==> config.mk <==
export PLATFORM = sky130hd
export DESIGN_NAME = vlq_codec
export DESIGN_NICKNAME = d
export VERILOG_FILES = /design/src/sv/vlq_pkg.sv /design/src/sv/vlq_ctrl.sv /design/src/sv/vlq_dp.sv /design/src/sv/vlq_codec.sv
export SDC_FILE = /design/constraint.sdc
export NUM_CORES = 1
export LEC_CHECK = 0
export ABC_AREA = 0
export BUFFER_PORTS_ARGS = -buffer_cell sky130_fd_sc_hd__clkbuf_2
export CAP_MARGIN = 20
export CORE_MARGIN = 5
export CORE_UTILIZATION = 55
export DETAILED_ROUTE_END_ITERATION = 10
export PLACE_DENSITY = 0.77
export SLEW_MARGIN = 30
export SYNTH_ARGS = -nofsm -noshare
export SYNTH_HDL_FRONTEND = slang
export SYNTH_SLANG_ARGS = --single-unit
==> constraint.sdc <==
create_clock -name clk -period 4 [get_ports clk]
set_input_delay 0.4 -clock clk [delete_from_list [all_inputs] [get_ports clk]]
set_output_delay 0.4 -clock clk [all_outputs]
set_load 0.03 [all_outputs]
==> src/sv/vlq_pkg.sv <==
// vlq_pkg: shared constants, types and group helpers for the vlq codec
// used by vlq_ctrl, vlq_dp and vlq_codec; no dependencies
package vlq_pkg;

  localparam int MaxGroups = 10;      // decode sequence limit, 2..10
  localparam int NumGroups = 10;      // 7-bit groups in a 64-bit value
  localparam int GrpW      = 7;
  localparam int CntW      = 4;

  // configuration register indexes
  localparam logic CfgEncodeMode   = 1'b0;
  localparam logic CfgLittleEndian = 1'b1;

  typedef enum logic {
    ST_IDLE,
    ST_ENC
  } vlq_state_t;

  typedef struct packed {
    logic dec_step;   // decode the accepted byte
    logic enc_load;   // capture a value to encode
    logic enc_emit;   // put the next encoded byte in the output register
  } vlq_cmd_t;

  typedef struct packed {
    logic dec_res;    // accepted byte gives a result
    logic enc_last;   // next encoded byte is the final one
  } vlq_stat_t;

  function automatic logic [GrpW-1:0] get_group(input logic [63:0] v,
                                                 input logic [CntW-1:0] g);
    logic [NumGroups*GrpW-1:0] p;
    logic [GrpW-1:0] r;
    p = {{(NumGroups*GrpW-64){1'b0}}, v};
    r = '0;
    for (int i = 0; i < NumGroups; i++) begin
      if (g == CntW'(i)) r = p[GrpW*i +: GrpW];
    end
    return r;
  endfunction

  // number of groups to send: max(1, ceil(bits/7))
  function automatic logic [CntW-1:0] num_groups(input logic [63:0] v);
    logic [NumGroups*GrpW-1:0] p;
    logic [CntW-1:0] n;
    p = {{(NumGroups*GrpW-64){1'b0}}, v};
    n = CntW'(1);
    for (int i = 1; i < NumGroups; i++) begin
      if (p[GrpW*i +: GrpW] != '0) n = CntW'(i + 1);
    end
    return n;
  endfunction

endpackage

==> src/sv/vlq_ctrl.sv <==
// vlq_ctrl: handshake and sequencing state machine of the vlq codec
// depends on vlq_pkg
module vlq_ctrl import vlq_pkg::*; (
  input  logic      clk,
  input  logic      rst_n,
  input  logic      encode_mode,
  input  logic      in_valid,
  output logic      in_ready,
  output logic      out_valid,
  input  logic      out_ready,
  input  vlq_stat_t stat,
  output vlq_cmd_t  cmd
);

  vlq_state_t state_r, state_nxt;
  logic       out_valid_r, out_valid_nxt;
  logic       slot_free;

  assign slot_free = !out_valid_r || out_ready;
  assign out_valid = out_valid_r;

  always_ff @(posedge clk) begin
    if (!rst_n) begin
      state_r     <= ST_IDLE;
      out_valid_r <= 1'b0;
    end else begin
      state_r     <= state_nxt;
      out_valid_r <= out_valid_nxt;
    end
  end

  always_comb begin
    state_nxt     = state_r;
    out_valid_nxt = out_valid_r && !out_ready;
    cmd           = '0;
    in_ready      = 1'b0;
    case (state_r)
      ST_IDLE: begin
        in_ready = slot_free;
        if (in_valid && slot_free) begin
          if (encode_mode) begin
            cmd.enc_load = 1'b1;
            state_nxt    = ST_ENC;
          end else begin
            cmd.dec_step = 1'b1;
            if (stat.dec_res) out_valid_nxt = 1'b1;
          end
        end
      end
      ST_ENC: begin
        if (slot_free) begin
          cmd.enc_emit  = 1'b1;
          out_valid_nxt = 1'b1;
          if (stat.enc_last) state_nxt = ST_IDLE;
        end
      end
      default: begin
        state_nxt = ST_IDLE;
      end
    endcase
  end

  a_no_accept_enc: assert property (@(posedge clk) disable iff (!rst_n)
    state_r == ST_ENC |-> !in_ready)
    else $error("input taken while encoding");

  a_load_enters_enc: assert property (@(posedge clk) disable iff (!rst_n)
    cmd.enc_load |=> state_r == ST_ENC && !out_valid_r)
    else $error("encode load did not start emission");

  a_last_returns: assert property (@(posedge clk) disable iff (!rst_n)
    cmd.enc_emit && stat.enc_last |=> state_r == ST_IDLE && out_valid_r)
    else $error("final encoded word did not end the run");

endmodule

==> src/sv/vlq_dp.sv <==
// vlq_dp: decode accumulator, encode shifter and output register
// depends on vlq_pkg
module vlq_dp import vlq_pkg::*; (
  input  logic        clk,
  input  logic        rst_n,
  input  logic        little_endian,
  input  vlq_cmd_t    cmd,
  output vlq_stat_t   stat,
  input  logic [63:0] in_data_in,
  input  logic        in_line_end,
  output logic [63:0] out_result_value,
  output logic        out_error_flag,
  output logic        out_last_of_run
);

  // decode state
  logic [63:0]     acc_r, acc_nxt;
  logic [CntW-1:0] cnt_r, cnt_nxt;
  logic            skip_r, skip_nxt;
  // encode state
  logic [63:0]     val_r;
  logic [CntW-1:0] grp_r, rem_r;
  // output word
  logic [63:0]     res_val_r;
  logic            res_err_r, res_last_r;

  logic [GrpW-1:0] dgrp;
  logic            cont;
  logic [6:0]      sh;
  logic [63:0]     acc_new;
  logic            dec_res;
  logic [63:0]     dec_val;
  logic            dec_err;
  logic [CntW-1:0] n_grp;
  logic [7:0]      enc_byte;

  assign dgrp  = in_data_in[6:0];
  assign cont  = in_data_in[7];
  assign sh    = {cnt_r, 3'b000} - {3'b000, cnt_r};   // 7 * count
  assign n_grp = num_groups(in_data_in);

  always_comb begin
    acc_new  = little_endian ? (acc_r | ({57'd0, dgrp} << sh)) : {acc_r[56:0], dgrp};
    acc_nxt  = acc_r;
    cnt_nxt  = cnt_r;
    skip_nxt = skip_r;
    dec_res  = 1'b0;
    dec_val  = '1;
    dec_err  = 1'b0;
    if (skip_r) begin
      if (in_line_end) skip_nxt = 1'b0;
    end else if (cnt_r >= CntW'(MaxGroups)) begin
      // too many groups: report and drop the sequence
      acc_nxt  = '0;
      cnt_nxt  = '0;
      skip_nxt = !in_line_end;
      dec_res  = 1'b1;
      dec_err  = 1'b1;
    end else if (!cont) begin
      acc_nxt  = '0;
      cnt_nxt  = '0;
      skip_nxt = !in_line_end;
      dec_res  = 1'b1;
      dec_val  = acc_new;
    end else if (in_line_end) begin
      // line ended mid-sequence
      acc_nxt  = '0;
      cnt_nxt  = '0;
      dec_res  = 1'b1;
      dec_err  = 1'b1;
    end else begin
      acc_nxt  = acc_new;
      cnt_nxt  = cnt_r + CntW'(1);
    end
  end

  assign stat.dec_res  = dec_res;
  assign stat.enc_last = (rem_r == CntW'(1));
  assign enc_byte      = {!stat.enc_last, get_group(val_r, grp_r)};

  always_ff @(posedge clk) begin
    if (!rst_n) begin
      acc_r  <= '0;
      cnt_r  <= '0;
      skip_r <= 1'b0;
      rem_r  <= '0;
    end else begin
      if (cmd.dec_step) begin
        acc_r  <= acc_nxt;
        cnt_r  <= cnt_nxt;
        skip_r <= skip_nxt;
      end
      if (cmd.enc_load) begin
        rem_r <= n_grp;
      end else if (cmd.enc_emit) begin
        rem_r <= rem_r - CntW'(1);
      end
    end
  end

  always_ff @(posedge clk) begin
    if (cmd.enc_load) begin
      val_r <= in_data_in;
      grp_r <= little_endian ? '0 : n_grp - CntW'(1);
    end else if (cmd.enc_emit) begin
      grp_r <= little_endian ? grp_r + CntW'(1) : grp_r - CntW'(1);
    end
    if (cmd.enc_emit) begin
      res_val_r  <= {56'd0, enc_byte};
      res_err_r  <= 1'b0;
      res_last_r <= stat.enc_last;
    end else if (cmd.dec_step && dec_res) begin
      res_val_r  <= dec_val;
      res_err_r  <= dec_err;
      res_last_r <= 1'b1;
    end
  end

  assign out_result_value = res_val_r;
  assign out_error_flag   = res_err_r;
  assign out_last_of_run  = res_last_r;

  a_cnt_bound: assert property (@(posedge clk) disable iff (!rst_n)
    cnt_r <= CntW'(MaxGroups))
    else $error("group count beyond limit");

  a_emit_pending: assert property (@(posedge clk) disable iff (!rst_n)
    cmd.enc_emit |-> rem_r != '0)
    else $error("encoded word emitted with no groups left");

  a_skip_clears: assert property (@(posedge clk) disable iff (!rst_n)
    cmd.dec_step && skip_r && in_line_end |=> !skip_r && cnt_r == '0)
    else $error("line end did not stop skipping");

endmodule

==> src/sv/vlq_codec.sv <==
// decode: a value appears in the cycle after its last byte is taken; one
// byte per cycle while the output is free or being read; results wait in one
// output register; encode: a taken value puts the controller in its encode
// state, which emits one byte per cycle while the output is free or being read;
// n groups give n bytes; no input is taken until the last; reset: synchronous,
// active low; clears configuration, decode state and output valid; no clearing pass
module vlq_codec import vlq_pkg::*; (
  input  logic        clk,
  input  logic        rst_n,
  input  logic        in_valid,
  output logic        in_ready,
  input  logic [63:0] in_data_in,
  input  logic        in_line_end,
  output logic        out_valid,
  input  logic        out_ready,
  output logic [63:0] out_result_value,
  output logic        out_error_flag,
  output logic        out_last_of_run,
  input  logic        cfg_we,
  input  logic        cfg_idx,
  input  logic        cfg_data
);

  logic      encode_mode_r, little_endian_r;
  vlq_cmd_t  cmd;
  vlq_stat_t stat;

  always_ff @(posedge clk) begin
    if (!rst_n) begin
      encode_mode_r   <= 1'b0;
      little_endian_r <= 1'b0;
    end else if (cfg_we) begin
      case (cfg_idx)
        CfgEncodeMode:   encode_mode_r   <= cfg_data;
        CfgLittleEndian: little_endian_r <= cfg_data;
        default: ;
      endcase
    end
  end

  vlq_ctrl u_ctrl (
    .clk         (clk),
    .rst_n       (rst_n),
    .encode_mode (encode_mode_r),
    .in_valid    (in_valid),
    .in_ready    (in_ready),
    .out_valid   (out_valid),
    .out_ready   (out_ready),
    .stat        (stat),
    .cmd         (cmd)
  );

  vlq_dp u_dp (
    .clk              (clk),
    .rst_n            (rst_n),
    .little_endian    (little_endian_r),
    .cmd              (cmd),
    .stat             (stat),
    .in_data_in       (in_data_in),
    .in_line_end      (in_line_end),
    .out_result_value (out_result_value),
    .out_error_flag   (out_error_flag),
    .out_last_of_run  (out_last_of_run)
  );

endmodule
==> metrics <==
CP arrival=approximately 3.7 ns; Slew headroom=about 33%; Slew Limit Fails=0; post-CTS resize count=0; Vias=roughly 9.9k; final net count=around 1.3k; combinational share of power=between 20% and 30%; via density per instance=approximately 6.6; Initial Utilization=a little under three fifths; postcts setup bufs=0; pin count of the biggest net entering global routing=60; first-pass GRT wire length=between 50 and 60 mm; Worst Reg-to-Reg Cells=8; worst-margin pin slew=between 1 and 1.5 ns; mux cell area share after synthesis=around 2.9%; post-DP HPWL=between 20 and 25 mm; Critical path origin=u_dp.cnt_r[0]; Overflow after GRT=0; Synth cell types=just over 80; WS Path Type=flop to flop; core box area=around 19,000 sq um; launching point of the worst reg2reg path=u_dp.cnt_r[0]; pwr dens=482 nW/um^2; ys flop type=dfxtp_1; status=finished clean; final hold viol count=0; pre-CTS WS=about 0.91 ns; Net Sw Frac=between 30% and 40%; Fillers=roughly 1.6k; cts hold-fix bufs=0; RR Endpoint=u_dp.acc_r[21]; Clock power frac=between 30% and 40%; sequential area share after synthesis=approximately 47%; Ys Warns=0; syn nets=approximately 1.2k; hold_ws=between 0.05 and 0.06 ns; post-route clock period utilization=81.9%; Clock transition at path regs=around 0.06 ns; adder-cell share of the synthesized area=1.41%; worst skew pair latency=0.54 ns; Die Wd=149 um; LEAKAGE=about 4.5 nW; ant diodes=0; Post-DRT Antenna Nets=0; Wirelength per Cell=~24 um; Synth Area in XOR/XNOR=less than 1%; initial antenna violation count=0; clock skew=roughly 0.023 ns; Post-Route WL=35.1 mm; DRC=0; Fmax=roughly 310 MHz; kind of start point of the critical path=flop; die area=approximately 22,000 sq um; Site Rows=50; flops & latches, synth=~210; critical path endpoint=u_dp.acc_r[21]; H-tree level count=1; Area after DPL=11,400 sq um; Routability Congestion=approximately 1; crit path max fanout=30; Setup-failing EPs final=0; synthesized area per cell=9.53 sq um; Initial DRC Count=~1.3k; synth top area cells=dfxtp_1 25%, edfxtp_1 22%, a21oi_1 6.9%; Max-Cap Viols=0; cell count after synthesis=between 1k and 1.5k; P_int=between 3 and 4 mW; Port Buffers=139; TritonCTS clock tree=yes; area grow syn2layout=14.2%; Flop pwr share=a little over two fifths; CTS root buf=clkbuf_16; Hold Crit Class=primary input to flop; switching power=~1.9 mW; Synth area leader=dfxtp_1; Tmin final=3.28 ns; synthesized area=10,600 sq um; most frequent cells in the layout=146 x a21oi_1, 139 x clkbuf_2, 133 x dfxtp_1; Total Routing Usage GR=a little under a third; final setup margin=just over 0.7 ns; share of cells above drive strength 1=around 20%; Num CTS Buffers=23; Async SR Flop Fraction=0%; Clock Sinks=between 200 and 250; chip height=approximately 150 um; commonest non-fill, non-tap cell in the layout=a21oi_1; Critical Path RT=roughly 4.5 ns; critical path capture point type=flop; EDFF count, synth=between 70 and 80; maximum vdd drop=approximately 0.27 mV; Ports=140; vias in the first global route=between 9k and 10k; flop2flop setup slack=between 0.7 and 0.8 ns; Yosys top cell area share=between 20% and 30%; post-synthesis simple-gate area fraction=approximately 15%; Compound-Gate Fraction of Synth Area=28.1%; RSZ-0062 raised after global routing=false; CTS max path bufs=3; setup TNS=0 ns; final design area excluding fillers=12,100 sq um; Pre-Repair DR Iteration Count=6; largest family of logic cells by synthesized area=compound AO/OA/AOI/OAI gates
[area by class of cell]
class	count	area [sq um]	share of cell area [%]
clock buffers	32	661	5.45
clock inverters	7	58.8	0.485
inverters	20	77.6	0.640
multi-input cells	797	5110	42.2
flip-flops and latches	211	5000	41.2
well taps	260	325	2.68
repair buffers	165	891	7.35
[synth_stat cells, drive strengths merged (6+ instances only)]
cell and n:
or3 8, clkbuf 60, nand3 16, ha 12
o21a 10, a22o 6, nor2b 6, nand2b 7
a22oi 11, edfxtp 77, o21ai 54, a31oi 19
nor4 10, nand3b 15, a2bb2oi 23, o211ai 6
o221ai 55, a211oi 12, a221o 13, nor3 27
nor2 98, nand2 86, mux2i 19, buf 26
a31o 6, dfxtp 134, o221a 8, a21o 8
a21oi 146, and2 13, a221oi 6, o22ai 10
o31ai 8, inv 18
[stage by stage]
step,cells,utilization (%),total power [mW]
2_1_floorplan,1114,-,3.42
3_3_place_gp,1453,60.5,3.83
3_5_place_dp,1453,60.6,3.83
4_1_cts,1492,64.4,5.85
5_1_grt,1492,64.4,6.05
6_report,1492,64.4,5.85
[registers in the layout, indices dropped and copies added, names as in the netlist, 4 cells and up]
register	count
u_dp.acc_r	64
u_dp.cnt_r	4
u_dp.grp_r	4
u_dp.val_r	64
u_dp.rem_r	4
u_dp.out_result_value	64
[worst min-delay path by stage]
stage / startpoint / endpoint / slack, ns / depth (start not counted)
floorplan: u_dp.acc_r[58] / u_dp.out_result_value[58] / 0.44 / 2
global placement: u_dp.acc_r[62] / u_dp.out_result_value[62] / 0.46 / 2
detailed placement: u_dp.acc_r[58] / u_dp.out_result_value[58] / 0.47 / 2
CTS: in_data_in[45] / u_dp.val_r[45] / 0.05 / 1
global route: in_data_in[50] / u_dp.val_r[50] / 0.05 / 1
finish: in_data_in[45] / u_dp.val_r[45] / 0.06 / 1
[power by group through the flow]
stage	sequential (mW)	combinational (mW)	clock, mW
after floorplan	2.90	0.521	0
after global placement	2.61	1.22	0
after detailed placement	2.61	1.23	0
after CTS	2.56	1.23	2.05
after global routing	2.58	1.32	2.14
final	2.57	1.24	2.04
[critical path, stage by stage (launching register included)]
cell,delay [ns]
dfxtp_1,0.31
buf_4,0.23
ha_1,0.73
or4b_1,0.48
a21oi_1,0.31
nor2_1,0.18
o22ai_1,0.55
a21oi_1,0.20
a21oi_1,0.20
[layer usage]
metal / wire [um] / part of all wire [%] / GRT usage, %
met5: 0 / 0 / 0
met2: 15700 / 45 / 47.6
met1: 14000 / 40 / 41.5
met3: 4190 / 12 / 8.33
met4: 1220 / 3.5 / 10.2
[cell families (layout without fill, tap and decap cells)]
group	after synthesis	after routing
AOI/OAI and AO/OA	434	434
xor gates and xnor gates	7	7
adders and majority gates	12	12
buffers and inverters	106	224
DFF	211	211
muxes	26	26
and+or+nand+nor	318	318
(Power assumes the default switching activity.)
